`config.mk`:
```
export PLATFORM = sky130hd
export DESIGN_NAME = keyboard_scancode_event_decoder
export DESIGN_NICKNAME = d
export VERILOG_FILES = /design/src/rtl/kbd_dec_pkg.sv /design/src/rtl/keyboard_scancode_event_decoder.sv /design/src/rtl/kbd_dec_keymap.sv /design/src/rtl/kbd_dec_queue.sv
export SDC_FILE = /design/constraint.sdc
export NUM_CORES = 1
export LEC_CHECK = 0
export BUFFER_PORTS_ARGS = -buffer_cell sky130_fd_sc_hd__buf_4
export CAP_MARGIN = 20
export CORE_AREA = 8 8 282 284
export CTS_CLUSTER_DIAMETER = 120
export DETAILED_ROUTE_END_ITERATION = 10
export DIE_AREA = 0 0 290 292
export PLACE_DENSITY = 0.71
export SYNTH_ARGS = -nofsm -noshare
export SYNTH_HDL_FRONTEND = slang
export SYNTH_SLANG_ARGS = --single-unit
```
`constraint.sdc`:
```
create_clock -name clk_i -period 4.6 [get_ports clk_i]
set_input_delay 0.92 -clock clk_i [delete_from_list [all_inputs] [get_ports clk_i]]
set_output_delay 0.92 -clock clk_i [all_outputs]
set_load 0.01 [all_outputs]
```
`src/rtl/kbd_dec_pkg.sv`:
```
// Shared types and constants of the keyboard scancode event decoder.
package kbd_dec_pkg;

  localparam int unsigned QUEUE_DEPTH = 64;
  localparam int unsigned PTR_W       = (QUEUE_DEPTH > 1) ? $clog2(QUEUE_DEPTH) : 1;
  localparam int unsigned CNT_W       = $clog2(QUEUE_DEPTH + 1);

  localparam int unsigned KEY_W       = 7;
  localparam int unsigned RELEASE_BIT = 7;

  localparam logic [KEY_W-1:0] KEY_LSHIFT = 7'h2A;
  localparam logic [KEY_W-1:0] KEY_RSHIFT = 7'h36;
  localparam logic [KEY_W-1:0] KEY_CTRL   = 7'h1D;
  localparam logic [KEY_W-1:0] KEY_ALT    = 7'h38;
  localparam logic [KEY_W-1:0] KEY_CAPS   = 7'h3A;

  typedef enum logic {
    CMD_SCAN = 1'b0,
    CMD_POLL = 1'b1
  } cmd_e;

  typedef enum logic [1:0] {
    EV_NONE   = 2'd0,
    EV_DOWN   = 2'd1,
    EV_UP     = 2'd2,
    EV_REPEAT = 2'd3
  } ev_type_e;

  typedef struct packed {
    ev_type_e         ev_type;
    logic [3:0]       mods;
    logic [KEY_W-1:0] key;
  } evt_word_t;

  typedef struct packed {
    logic      push;
    evt_word_t word;
    logic      led_send;
    logic      caps;
  } keymap_res_t;

  typedef struct packed {
    logic      push;
    logic      pop;
    evt_word_t wdata;
  } queue_req_t;

  typedef struct packed {
    evt_word_t        head_word;
    logic             empty;
    logic             full;
    logic [CNT_W-1:0] count_next;
  } queue_stat_t;

endpackage

```
`src/rtl/keyboard_scancode_event_decoder.sv`:
```
// Top level of the keyboard scancode event decoder.
//
// The input channel carries one request per transfer: a command bit and a raw
// set-1 scancode byte. A scan request updates the pressed-key map and the
// modifier flags and may queue a key event; a poll request pops the oldest
// queued event. Every request yields exactly one result on the output channel,
// carrying the polled event, the LED update flag and status, an overflow flag
// and the number of events still queued.
// A request is captured in an input register and processed from there into
// the result register when that is free. One request is taken in every cycle
// while the receiver does not stall; the rate is set by the single pass
// through the key map and one access to the event queue.
// When the receiver stalls, the held result stays put, one further request
// waits in the input register, and input ready drops once both are occupied.
// Reset clears the key map, the modifier and caps flags and the queue
// pointers at once; the block is ready as soon as reset is released.
module keyboard_scancode_event_decoder (
  input  logic       clk_i,
  input  logic       rst_ni,
  input  logic       in_valid_i,
  output logic       in_ready_o,
  input  logic       command_i,
  input  logic [7:0] scan_byte_i,
  output logic       out_valid_o,
  input  logic       out_ready_i,
  output logic [1:0] event_type_o,
  output logic [3:0] modifier_bits_o,
  output logic [6:0] event_key_o,
  output logic       led_send_o,
  output logic [2:0] lock_leds_o,
  output logic       overflow_o,
  output logic [6:0] pending_count_o
);
  import kbd_dec_pkg::*;

  logic        in_valid_q;
  logic        cmd_q;
  logic [7:0]  byte_q;
  logic        out_valid_q;
  logic        fire;
  logic        accept;
  logic        poll_hit;
  keymap_res_t km_res;
  queue_req_t  q_req;
  queue_stat_t q_stat;

  logic [1:0]  event_type_q;
  logic [3:0]  modifier_bits_q;
  logic [6:0]  event_key_q;
  logic        led_send_q;
  logic [2:0]  lock_leds_q;
  logic        overflow_q;
  logic [6:0]  pending_count_q;

  assign fire       = in_valid_q && (!out_valid_q || out_ready_i);
  assign in_ready_o = !in_valid_q || fire;
  assign accept     = in_valid_i && in_ready_o;
  assign poll_hit   = (cmd_q == CMD_POLL) && !q_stat.empty;

  always_ff @(posedge clk_i or negedge rst_ni) begin
    if (!rst_ni) begin
      in_valid_q <= 1'b0;
    end else if (accept) begin
      in_valid_q <= 1'b1;
    end else if (fire) begin
      in_valid_q <= 1'b0;
    end
  end

  always_ff @(posedge clk_i) begin
    if (accept) begin
      cmd_q  <= command_i;
      byte_q <= scan_byte_i;
    end
  end

  kbd_dec_keymap u_keymap (
    .clk_i      (clk_i),
    .rst_ni     (rst_ni),
    .en_i       (fire),
    .command_i  (cmd_q),
    .scan_byte_i(byte_q),
    .res_o      (km_res)
  );

  always_comb begin
    q_req.push  = fire && km_res.push && !q_stat.full;
    q_req.pop   = fire && poll_hit;
    q_req.wdata = km_res.word;
  end

  kbd_dec_queue u_queue (
    .clk_i (clk_i),
    .rst_ni(rst_ni),
    .req_i (q_req),
    .stat_o(q_stat)
  );

  always_ff @(posedge clk_i or negedge rst_ni) begin
    if (!rst_ni) begin
      out_valid_q <= 1'b0;
    end else if (fire) begin
      out_valid_q <= 1'b1;
    end else if (out_ready_i) begin
      out_valid_q <= 1'b0;
    end
  end

  always_ff @(posedge clk_i) begin
    if (fire) begin
      if (poll_hit) begin
        event_type_q    <= q_stat.head_word.ev_type;
        modifier_bits_q <= q_stat.head_word.mods;
        event_key_q     <= q_stat.head_word.key;
      end else begin
        event_type_q    <= EV_NONE;
        modifier_bits_q <= '0;
        event_key_q     <= '0;
      end
      led_send_q      <= km_res.led_send;
      lock_leds_q     <= {km_res.caps, 2'b00};
      overflow_q      <= fire && km_res.push && q_stat.full;
      pending_count_q <= 7'(q_stat.count_next);
    end
  end

  assign out_valid_o     = out_valid_q;
  assign event_type_o    = event_type_q;
  assign modifier_bits_o = modifier_bits_q;
  assign event_key_o     = event_key_q;
  assign led_send_o      = led_send_q;
  assign lock_leds_o     = lock_leds_q;
  assign overflow_o      = overflow_q;
  assign pending_count_o = pending_count_q;

endmodule

```
`src/rtl/kbd_dec_keymap.sv`:
```
// Pressed-key map, modifier tracking and scancode classification.
module kbd_dec_keymap (
  input  logic                      clk_i,
  input  logic                      rst_ni,
  input  logic                      en_i,
  input  logic                      command_i,
  input  logic [7:0]                scan_byte_i,
  output kbd_dec_pkg::keymap_res_t  res_o
);
  import kbd_dec_pkg::*;

  logic [127:0]     pressed_q, pressed_d;
  logic             shift_q, shift_d;
  logic             ctrl_q, ctrl_d;
  logic             alt_q, alt_d;
  logic             caps_q, caps_d;
  logic [KEY_W-1:0] key;
  logic             released;
  logic             scan_step;
  logic             is_shift, is_ctrl, is_alt, is_caps;
  logic             led_send;

  assign key       = scan_byte_i[KEY_W-1:0];
  assign released  = scan_byte_i[RELEASE_BIT];
  assign scan_step = (command_i == CMD_SCAN);

  always_comb begin
    is_shift = 1'b0;
    is_ctrl  = 1'b0;
    is_alt   = 1'b0;
    is_caps  = 1'b0;
    unique case (key) inside
      KEY_LSHIFT, KEY_RSHIFT: is_shift = 1'b1;
      KEY_CTRL:               is_ctrl  = 1'b1;
      KEY_ALT:                is_alt   = 1'b1;
      KEY_CAPS:               is_caps  = 1'b1;
      default: ;
    endcase
  end

  assign led_send = scan_step && !released && is_caps;

  always_comb begin
    pressed_d = pressed_q;
    shift_d   = shift_q;
    ctrl_d    = ctrl_q;
    alt_d     = alt_q;
    caps_d    = caps_q ^ led_send;
    if (scan_step) begin
      pressed_d[key] = !released;
      if (is_shift) begin
        shift_d = !released;
      end
      if (is_ctrl) begin
        ctrl_d = !released;
      end
      if (is_alt) begin
        alt_d = !released;
      end
    end
  end

  always_ff @(posedge clk_i or negedge rst_ni) begin
    if (!rst_ni) begin
      pressed_q <= '0;
      shift_q   <= 1'b0;
      ctrl_q    <= 1'b0;
      alt_q     <= 1'b0;
      caps_q    <= 1'b0;
    end else if (en_i) begin
      pressed_q <= pressed_d;
      shift_q   <= shift_d;
      ctrl_q    <= ctrl_d;
      alt_q     <= alt_d;
      caps_q    <= caps_d;
    end
  end

  always_comb begin
    res_o.push = scan_step && !is_shift && !is_ctrl && !is_alt && !(is_caps && !released);
    if (released) begin
      res_o.word.ev_type = EV_UP;
    end else if (pressed_q[key]) begin
      res_o.word.ev_type = EV_REPEAT;
    end else begin
      res_o.word.ev_type = EV_DOWN;
    end
    res_o.word.mods = {caps_q, alt_q, ctrl_q, shift_q};
    res_o.word.key  = key;
    res_o.led_send  = led_send;
    res_o.caps      = caps_d;
  end

endmodule

```
`src/rtl/kbd_dec_queue.sv`:
```
// Event FIFO with a look-ahead registered read of the oldest entry.
module kbd_dec_queue (
  input  logic                      clk_i,
  input  logic                      rst_ni,
  input  kbd_dec_pkg::queue_req_t   req_i,
  output kbd_dec_pkg::queue_stat_t  stat_o
);
  import kbd_dec_pkg::*;

  evt_word_t        mem [QUEUE_DEPTH];
  evt_word_t        rd_q;
  logic [PTR_W-1:0] head_q, head_d;
  logic [PTR_W-1:0] tail_q, tail_d;
  logic [CNT_W-1:0] count_q, count_d;

  function automatic logic [PTR_W-1:0] next_slot(input logic [PTR_W-1:0] ptr);
    logic [PTR_W-1:0] res;
    if (ptr == PTR_W'(QUEUE_DEPTH - 1)) begin
      res = '0;
    end else begin
      res = ptr + PTR_W'(1);
    end
    return res;
  endfunction

  always_comb begin
    head_d  = head_q;
    tail_d  = tail_q;
    count_d = count_q;
    if (req_i.push) begin
      tail_d  = next_slot(tail_q);
      count_d = count_q + CNT_W'(1);
    end else if (req_i.pop) begin
      head_d  = next_slot(head_q);
      count_d = count_q - CNT_W'(1);
    end
  end

  always_ff @(posedge clk_i or negedge rst_ni) begin
    if (!rst_ni) begin
      head_q  <= '0;
      tail_q  <= '0;
      count_q <= '0;
    end else begin
      head_q  <= head_d;
      tail_q  <= tail_d;
      count_q <= count_d;
    end
  end

  always_ff @(posedge clk_i) begin
    if (req_i.push) begin
      mem[tail_q] <= req_i.wdata;
    end
  end

  // The entry at the next head is fetched ahead; a write to that slot is forwarded.
  always_ff @(posedge clk_i) begin
    if (req_i.push && (tail_q == head_d)) begin
      rd_q <= req_i.wdata;
    end else begin
      rd_q <= mem[head_d];
    end
  end

  assign stat_o.head_word  = rd_q;
  assign stat_o.empty      = (count_q == '0);
  assign stat_o.full       = (count_q == CNT_W'(QUEUE_DEPTH));
  assign stat_o.count_next = count_d;

endmodule

```
==> impl_metrics.py, run 1 <==
metrics = {
    "run_status": {
        "status": "completed",
    },
    "power": {
        "power.density_nw_per_um2": 533,
        "peakVddDrop_v": 0.000411,
        "power.leakage_nw": 15.6,
        "p_int_mw": 17.6,
        "p_seq_frac": 0.446,
        "sw_frac_of_total": 0.281,
        "clock_power_share": 0.328,
        "p_switching_mw": 6.89,
        "comb_power_share": 0.226,
    },
    "timing": {
        "hold_violations": 0,
        "finalSetupViolCount": 0,
        "clock_skew_ns": 0.0243,
        "fmax_ghz": 0.286,
        "tns_ns": 0,
        "slew_viol_final": 0,
        "relSlewSlack": 0.218,
        "layout_worst_path_cycle_share": 0.759,
        "post-route-min-period_ns": 3.49,
        "hold_ws_ns": 0.360,
        "rsz0062_at_grt": "no",
        "worst_pin_slew_ns": 1.17,
    },
    "floorplan": {
        "row_count": 101,
        "dieArea_sq_um": 84700,
        "coreArea_sq_um": 75200,
        "dieHeight_um": 292,
        "initial_core_util": 0.545,
        "pin_count": 40,
        "die_x_um": 290,
    },
    "grt": {
        "antenna_found_initial": 0,
        "met1_usage": 0.304,
        "grt_pass1_wl_um": 139000,
        "grt_pass1_vias": 21500,
        "grtUsageMet3": 0.0318,
        "met2_usage": 0.350,
        "grt_usage": 0.215,
        "grt_max_degree": 91,
        "grt_overflow_total": 0,
        "top_usage_layer": "met2",
    },
    "finish": {
        "nets": 2319,
        "finalCoreUtilization": 0.612,
        "antenna_cells": 0,
        "drive_above_1_share": 0.235,
        "syn_to_final_growth_pct": 12.4,
        "nFillCells": 5194,
        "final_cell_count_no_fill": 3360,
    },
    "clock_tree": {
        "cts_sinks": 1023,
        "htree_levels": 3,
        "cts.clk_slew.worst_paths_ns": 0.06,
        "postCtsSetupBuffers": 0,
        "cts_tree": "built",
        "cts_root_buffer": "clkbuf_16",
        "clock_latency_ns": 0.65,
        "clockBufferDepth": 3,
        "post_cts_resized": 0,
        "numCtsBuffers": 97,
        "cts_hold_buffers": 0,
    },
    "routing": {
        "drtIter0Drc": 2514,
        "vias": 21600,
        "dr.pass1.iters": 5,
        "wire_per_inst_um": 27.5,
        "drt-total-wl_um": 92500,
        "ant_nets": 0,
        "via_per_inst": 6.41,
        "drc_errors": 0,
    },
    "synth": {
        "async_reset_ff_frac": 0.150,
        "synthesis.area_sq_um": 40900,
        "ys_types": 69,
        "yosysSeqAreaShare": 0.730,
        "syn_inst": 2198,
        "syn_avg_cell_area_sq_um": 18.6,
        "yosysWarnings": 0,
        "ys.flop_type": "edfxtp_1",
        "yosys_register_bits": 1023,
        "synth-edff-count": 864,
    },
    "setup_path": {
        "path_class": "reg -> reg",
        "cp-start-kind": "register",
        "crit_fanout": 64,
        "crit_arrival_ns": 3.83,
        "endpoint_kind": "register",
        "r2r_cells": 8,
        "worstPathRequired_ns": 4.94,
    },
    "job": {
        "maxCapViolations": 0,
    },
    "place": {
        "portBuffers": 37,
        "gp_congestion": 0.882,
        "dp_hpwl_um": 55200,
        "dp_cells": 3179,
    },
    "worst_hold_path": {
        "min_path_type": "in -> async",
    },
}
## worst max-delay path, stage by stage, from the launching register on
cell       delay, ns
edfxtp_1        0.63
buf_12          0.30
nor2b_1         0.66
a221oi_1        0.22
o21ai_0         0.22
nand4_1         0.17
o2bb2ai_1       0.17
nand4b_1        0.14
buf_4           0.56
## cells in the mapped netlist, drive strengths merged (3+ instances only)
| master | count | area share |
|---|---|---|
| edfxtp | 864 | 0.63 |
| mux4 | 220 | 0.12 |
| dfrtp | 153 | 0.094 |
| o21ai | 147 | 0.018 |
| o31ai | 131 | 0.024 |
| mux2i | 118 | 0.029 |
| nor2 | 87 | 0.0080 |
| clkbuf | 85 | 0.0078 |
| buf | 72 | 0.011 |
| nand2 | 69 | 0.0065 |
| a22oi | 55 | 0.010 |
| nand3 | 20 | 0.0028 |
| mux2 | 18 | 0.0051 |
| o22ai | 15 | 0.0023 |
| a21oi | 13 | 0.0016 |
| nor2b | 12 | 0.0018 |
| a221oi | 11 | 0.0024 |
| xnor2 | 8 | 0.0017 |
| inv | 7 | 0.00064 |
| dfxtp | 6 | 0.0029 |
| nand3b | 6 | 0.0011 |
| nand4 | 6 | 0.00092 |
| a221o | 4 | 0.00098 |
| ha | 4 | 0.0012 |
| nor3 | 4 | 0.00061 |
| o211ai | 4 | 0.00073 |
| xor2 | 4 | 0.00086 |
| a31oi | 3 | 0.00046 |
| a32oi | 3 | 0.00064 |
| and2 | 3 | 0.00046 |
| and3 | 3 | 0.00046 |
| and4 | 3 | 0.00064 |
| nand2b | 3 | 0.00046 |
| nor4 | 3 | 0.00046 |
| or2 | 3 | 0.00046 |
## state kept, by name, summed over array words and instances (netlist names), 2 cells and up, named ones only
| signal | cells |
|---|---|
| u_queue.mem | 832 |
| u_keymap.pressed_q | 128 |
| byte_q | 8 |
| event_key_o | 7 |
| pending_count_o | 7 |
| u_queue.count_q | 7 |
| u_queue.head_q | 6 |
| u_queue.tail_q | 6 |
| modifier_bits_o | 4 |
| event_type_o | 2 |
## power groups by stage
| stage | logic (mW) | registers, mW | clock network [mW] |
|---|---|---|---|
| 5_1_grt | 5.85 | 11.0 | 8.49 |
| 2_1_floorplan | 4.02 | 10.8 | 0 |
| 3_5_place_dp | 5.57 | 11.1 | 0 |
| 6_report | 5.54 | 10.9 | 8.05 |
| 3_3_place_gp | 5.50 | 11.1 | 0 |
| 4_1_cts | 5.59 | 10.9 | 8.15 |
## through the flow
| stage | setup slack (ns) | total power, mW | cell area, sq um |
|---|---|---|---|
| final | 1.11 | 24.5 | 46000 |
| after global routing | 0.946 | 25.3 | 46000 |
| after CTS | 0.847 | 24.7 | 46000 |
| after detailed placement | 0.862 | 16.7 | 42800 |
| after global placement | 0.996 | 16.6 | 42800 |
| after floorplan | 0.412 | 14.8 | 40900 |
## area by class of cell
type                       count  area, sq um  area share
clock buffer                 131         2640      0.0573
clock inverter                48          564      0.0123
inverter                       8         30.0    0.000652
multi-input combinational   1011        10300       0.223
sequential                  1023        29900       0.650
tap                          978         1220      0.0266
timing repair buffer         161         1390      0.0301
## cells in the final DEF, fill, tap and decap left out, drive strengths merged, types with 4 or more instances in the layout
master,instances
a21oi,13
a221o,4
a221oi,11
a22oi,55
buf,161
bufinv,11
clkbuf,131
clkinv,29
clkinvlp,4
dfrtp,153
dfxtp,6
edfxtp,864
ha,4
inv,12
mux2,18
mux2i,118
mux4,220
nand2,69
nand3,20
nand3b,6
nand4,6
nor2,87
nor2b,12
nor3,4
o211ai,4
o21ai,147
o22ai,15
o31ai,131
xnor2,8
xor2,4
## logic make-up after synthesis
family                   share of synthesized area
XOR/XNOR                                   0.00257
AND/OR/NAND/NOR                             0.0272
AO/OA/AOI/OAI                               0.0647
flip-flops                                   0.730
adder cells (fa/ha/maj)                    0.00122
other                                    0.0000916
multiplexers                                 0.155
buffers and inverters                       0.0191
## worst paths after layout
kind / start / endpoint / slack, ns
min in group clk_i: scan_byte_i[1] / byte_q[1] / 0.45
max reg2reg: byte_q[1] / u_queue.mem[22][12] / 1.11
max: byte_q[1] / u_queue.mem[22][12] / 1.11
min reg2reg: u_keymap.pressed_q[123] / u_keymap.pressed_q[123] / 0.50
max in group asynchronous: rst_ni / u_keymap.pressed_q[71] / 3.37
min: rst_ni / u_queue.head_q[4] / 0.36
## layer usage
layer	part of all wire	vias up
met5	0	-
met4	0.027	0
met3	0.073	157
met2	0.49	969
met1	0.41	11200
li1	-	9213
(Power assumes the default switching activity.)
==> run 2: changes to the inputs <==
ABC_AREA = 1   (was unset)
CORE_AREA = 8 8 289 291   (was 8 8 282 284)
DIE_AREA = 0 0 297 299   (was 0 0 290 292)
PLACE_DENSITY = 0.7   (was 0.71)
clock period = 3.6 ns   (was 4.6 ns; I/O delays follow)
==> run 2 against run 1 <==
Against the previous run: sequential power up 28%; first-iteration DRC count up 55%; routed wire length up 16%; synthesized cell count up 80%; total power up 43%; count of clock-buffer cells in the layout down 6; worst hold slack worse by 0.18 ns; register-to-register slack worse by 0.90 ns; clock power up 33%; critical path type unchanged.
==> impl_metrics.py, run 2 <==
metrics = {
    "run_status": {
        "status": "completed",
    },
    "timing": {
        "clock_skew_ns": 0.0285,
        "hold_violations": 0,
        "rsz0062_at_grt": "no",
        "worst_pin_slew_ns": 1.05,
        "finalSetupViolCount": 0,
        "tns_ns": 0,
        "fmax_ghz": 0.295,
        "slew_viol_final": 0,
        "post-route-min-period_ns": 3.39,
        "relSlewSlack": 0.299,
        "layout_worst_path_cycle_share": 0.941,
    },
    "routing": {
        "drt-total-wl_um": 107000,
        "dr.pass1.iters": 6,
        "vias": 29600,
        "via_per_inst": 5.79,
        "wire_per_inst_um": 21.0,
        "ant_nets": 0,
        "drtIter0Drc": 3903,
        "drc_errors": 0,
    },
    "floorplan": {
        "die_x_um": 297,
        "pin_count": 40,
        "dieArea_sq_um": 88800,
        "dieHeight_um": 299,
        "initial_core_util": 0.546,
        "coreArea_sq_um": 78600,
        "row_count": 103,
    },
    "clock_tree": {
        "cts_sinks": 1023,
        "cts_hold_buffers": 0,
        "htree_levels": 3,
        "postCtsSetupBuffers": 0,
        "post_cts_resized": 0,
        "cts.clk_slew.worst_paths_ns": 0.06,
        "cts_tree": "built",
        "clockBufferDepth": 3,
        "clock_latency_ns": 0.67,
        "cts_root_buffer": "clkbuf_16",
        "numCtsBuffers": 101,
    },
    "grt": {
        "antenna_found_initial": 0,
        "grt_pass1_wl_um": 164000,
        "grt_max_degree": 166,
        "grt_pass1_vias": 27700,
        "grt_overflow_total": 0,
        "grt_usage": 0.236,
    },
    "power": {
        "peakVddDrop_v": 0.000614,
        "power_mw": 35.1,
        "power.density_nw_per_um2": 730,
        "power.leakage_nw": 18.6,
    },
    "setup_path": {
        "worstPathRequired_ns": 3.96,
        "cp-start-kind": "register",
        "crit_chain": "buf_4 -> inv_2 -> nand2_2 -> nor2_1 -> nand2_1 -> o21ai_1 -> nor4_4 -> nand2_2 -> inv_2 -> nand2_1 -> nor2_1 -> buf_4",
        "path_class": "reg -> reg",
        "cpMaxStageDelayCell": "nand2_1",
        "crit_fanout": 18,
        "endpoint_kind": "register",
        "critPathMaxStageDelay_ns": 0.50,
        "crit_arrival_ns": 3.75,
    },
    "finish": {
        "mostFrequentLayoutCell": "nand2_1",
        "drive_above_1_share": 0.0974,
        "largest_reg_flops": 832,
        "nets": 3997,
        "final_cell_count_no_fill": 5117,
        "regMostFlops": "u_queue.mem",
        "antenna_cells": 0,
        "final_cell_mix": "nand2_1 (1433), edfxtp_1 (864), nand3_1 (693)",
        "syn_to_final_growth_pct": 12.2,
        "reg_top3": "u_queue.mem x832, u_keymap.pressed_q x128, byte_q x8",
    },
    "synth": {
        "synth_most_common_cell": "nand2_1",
        "async_reset_ff_frac": 0.150,
        "synthesis.area_sq_um": 42900,
        "ys_types": 39,
        "synth_top_cell_by_area": "edfxtp_1",
        "yosysWarnings": 0,
        "yosys_register_bits": 1023,
        "synth-edff-count": 864,
        "synthTopCellsByCount": "nand2_1 (1433), edfxtp_1 (864), nand3_1 (694), a21oi_1 (160), dfrtp_1 (153)",
        "syn_avg_cell_area_sq_um": 10.8,
        "yosys-top-cells-area": "edfxtp_1 (60%), nand2_1 (13%), dfrtp_1 (8.9%), nand3_1 (8.1%), a21oi_1 (1.9%)",
        "ys.flop_type": "edfxtp_1",
        "synthDominantCellAreaShare": 0.605,
        "syn_inst": 3962,
        "yosysSeqAreaShare": 0.697,
    },
    "worst_hold_path": {
        "min_path_type": "in -> async",
    },
    "job": {
        "maxCapViolations": 0,
    },
    "place": {
        "dp_cells": 4927,
        "portBuffers": 37,
        "gp_congestion": 0.878,
        "dp_hpwl_um": 61300,
    },
}
run 2: critical path: cells and delay by family (launching register included):
family / cells / cell delay, ns
AND/OR/NAND/NOR: 7 / 1.65
flip-flops: 1 / 0.43
buffers and inverters: 4 / 0.84
AO/OA/AOI/OAI: 1 / 0.15
run 2: kinds of logic (layout without fill, tap and decap cells):
family	count (synthesis)	after routing	synth area share
AOI/OAI and AO/OA	329	329	0.0431
xor gates and xnor gates	15	15	0.00306
other	1	2	0.0000874
DFF	1023	1023	0.697
and+or+nand+nor	2272	2272	0.225
adders and majority gates	4	4	0.00117
buffers and inverters	318	422	0.0308
run 2: metal layers:
| metal | routed length (um) | track usage |
|---|---|---|
| met3 | 9680 | 0.0364 |
| met4 | 3310 | 0.0782 |
| met2 | 50500 | 0.380 |
| met1 | 44000 | 0.329 |
| met5 | 0 | 0 |
run 2: layout make-up:
cell class	count	area, sq um
timing repair buffer	181	1560
multi-input combinational	2622	11700
tap	1050	1310
inverter	51	208
clock inverter	65	769
fill	6226	30500
clock buffer	125	2640
sequential	1023	29900
run 2: report_power, final:
part	internal [mW]	switching, mW
logic	2.87	7.49
registers	13.5	0.546
clock network	6.26	4.49
total	22.6	12.5
run 2: worst paths after layout:
check                                  startpoint                      to  slack, ns  cells after the start
max in group asynchronous                  rst_ni  u_keymap.pressed_q[34]       2.54                      2
min reg2reg                u_keymap.pressed_q[29]  u_keymap.pressed_q[29]       0.50                      2
max                                     byte_q[3]       u_queue.mem[3][8]       0.21                     12
max reg2reg                             byte_q[3]       u_queue.mem[3][8]       0.21                     12
min in group clk_i                 scan_byte_i[7]               byte_q[7]       0.23                      1
min                                        rst_ni      u_queue.count_q[2]       0.18                      1
run 2: per-stage QoR:
step                cell area, sq um  worst slack, ns   util  hold WS [ns]
floorplan                      42900            0.185      -         0.424
global route                   48100           0.0810  0.612         0.219
detailed placement             44700            0.230  0.569         0.472
CTS                            48100            0.280  0.612         0.198
finish                         48100            0.212  0.612         0.178
global placement               44700            0.289  0.569         0.474
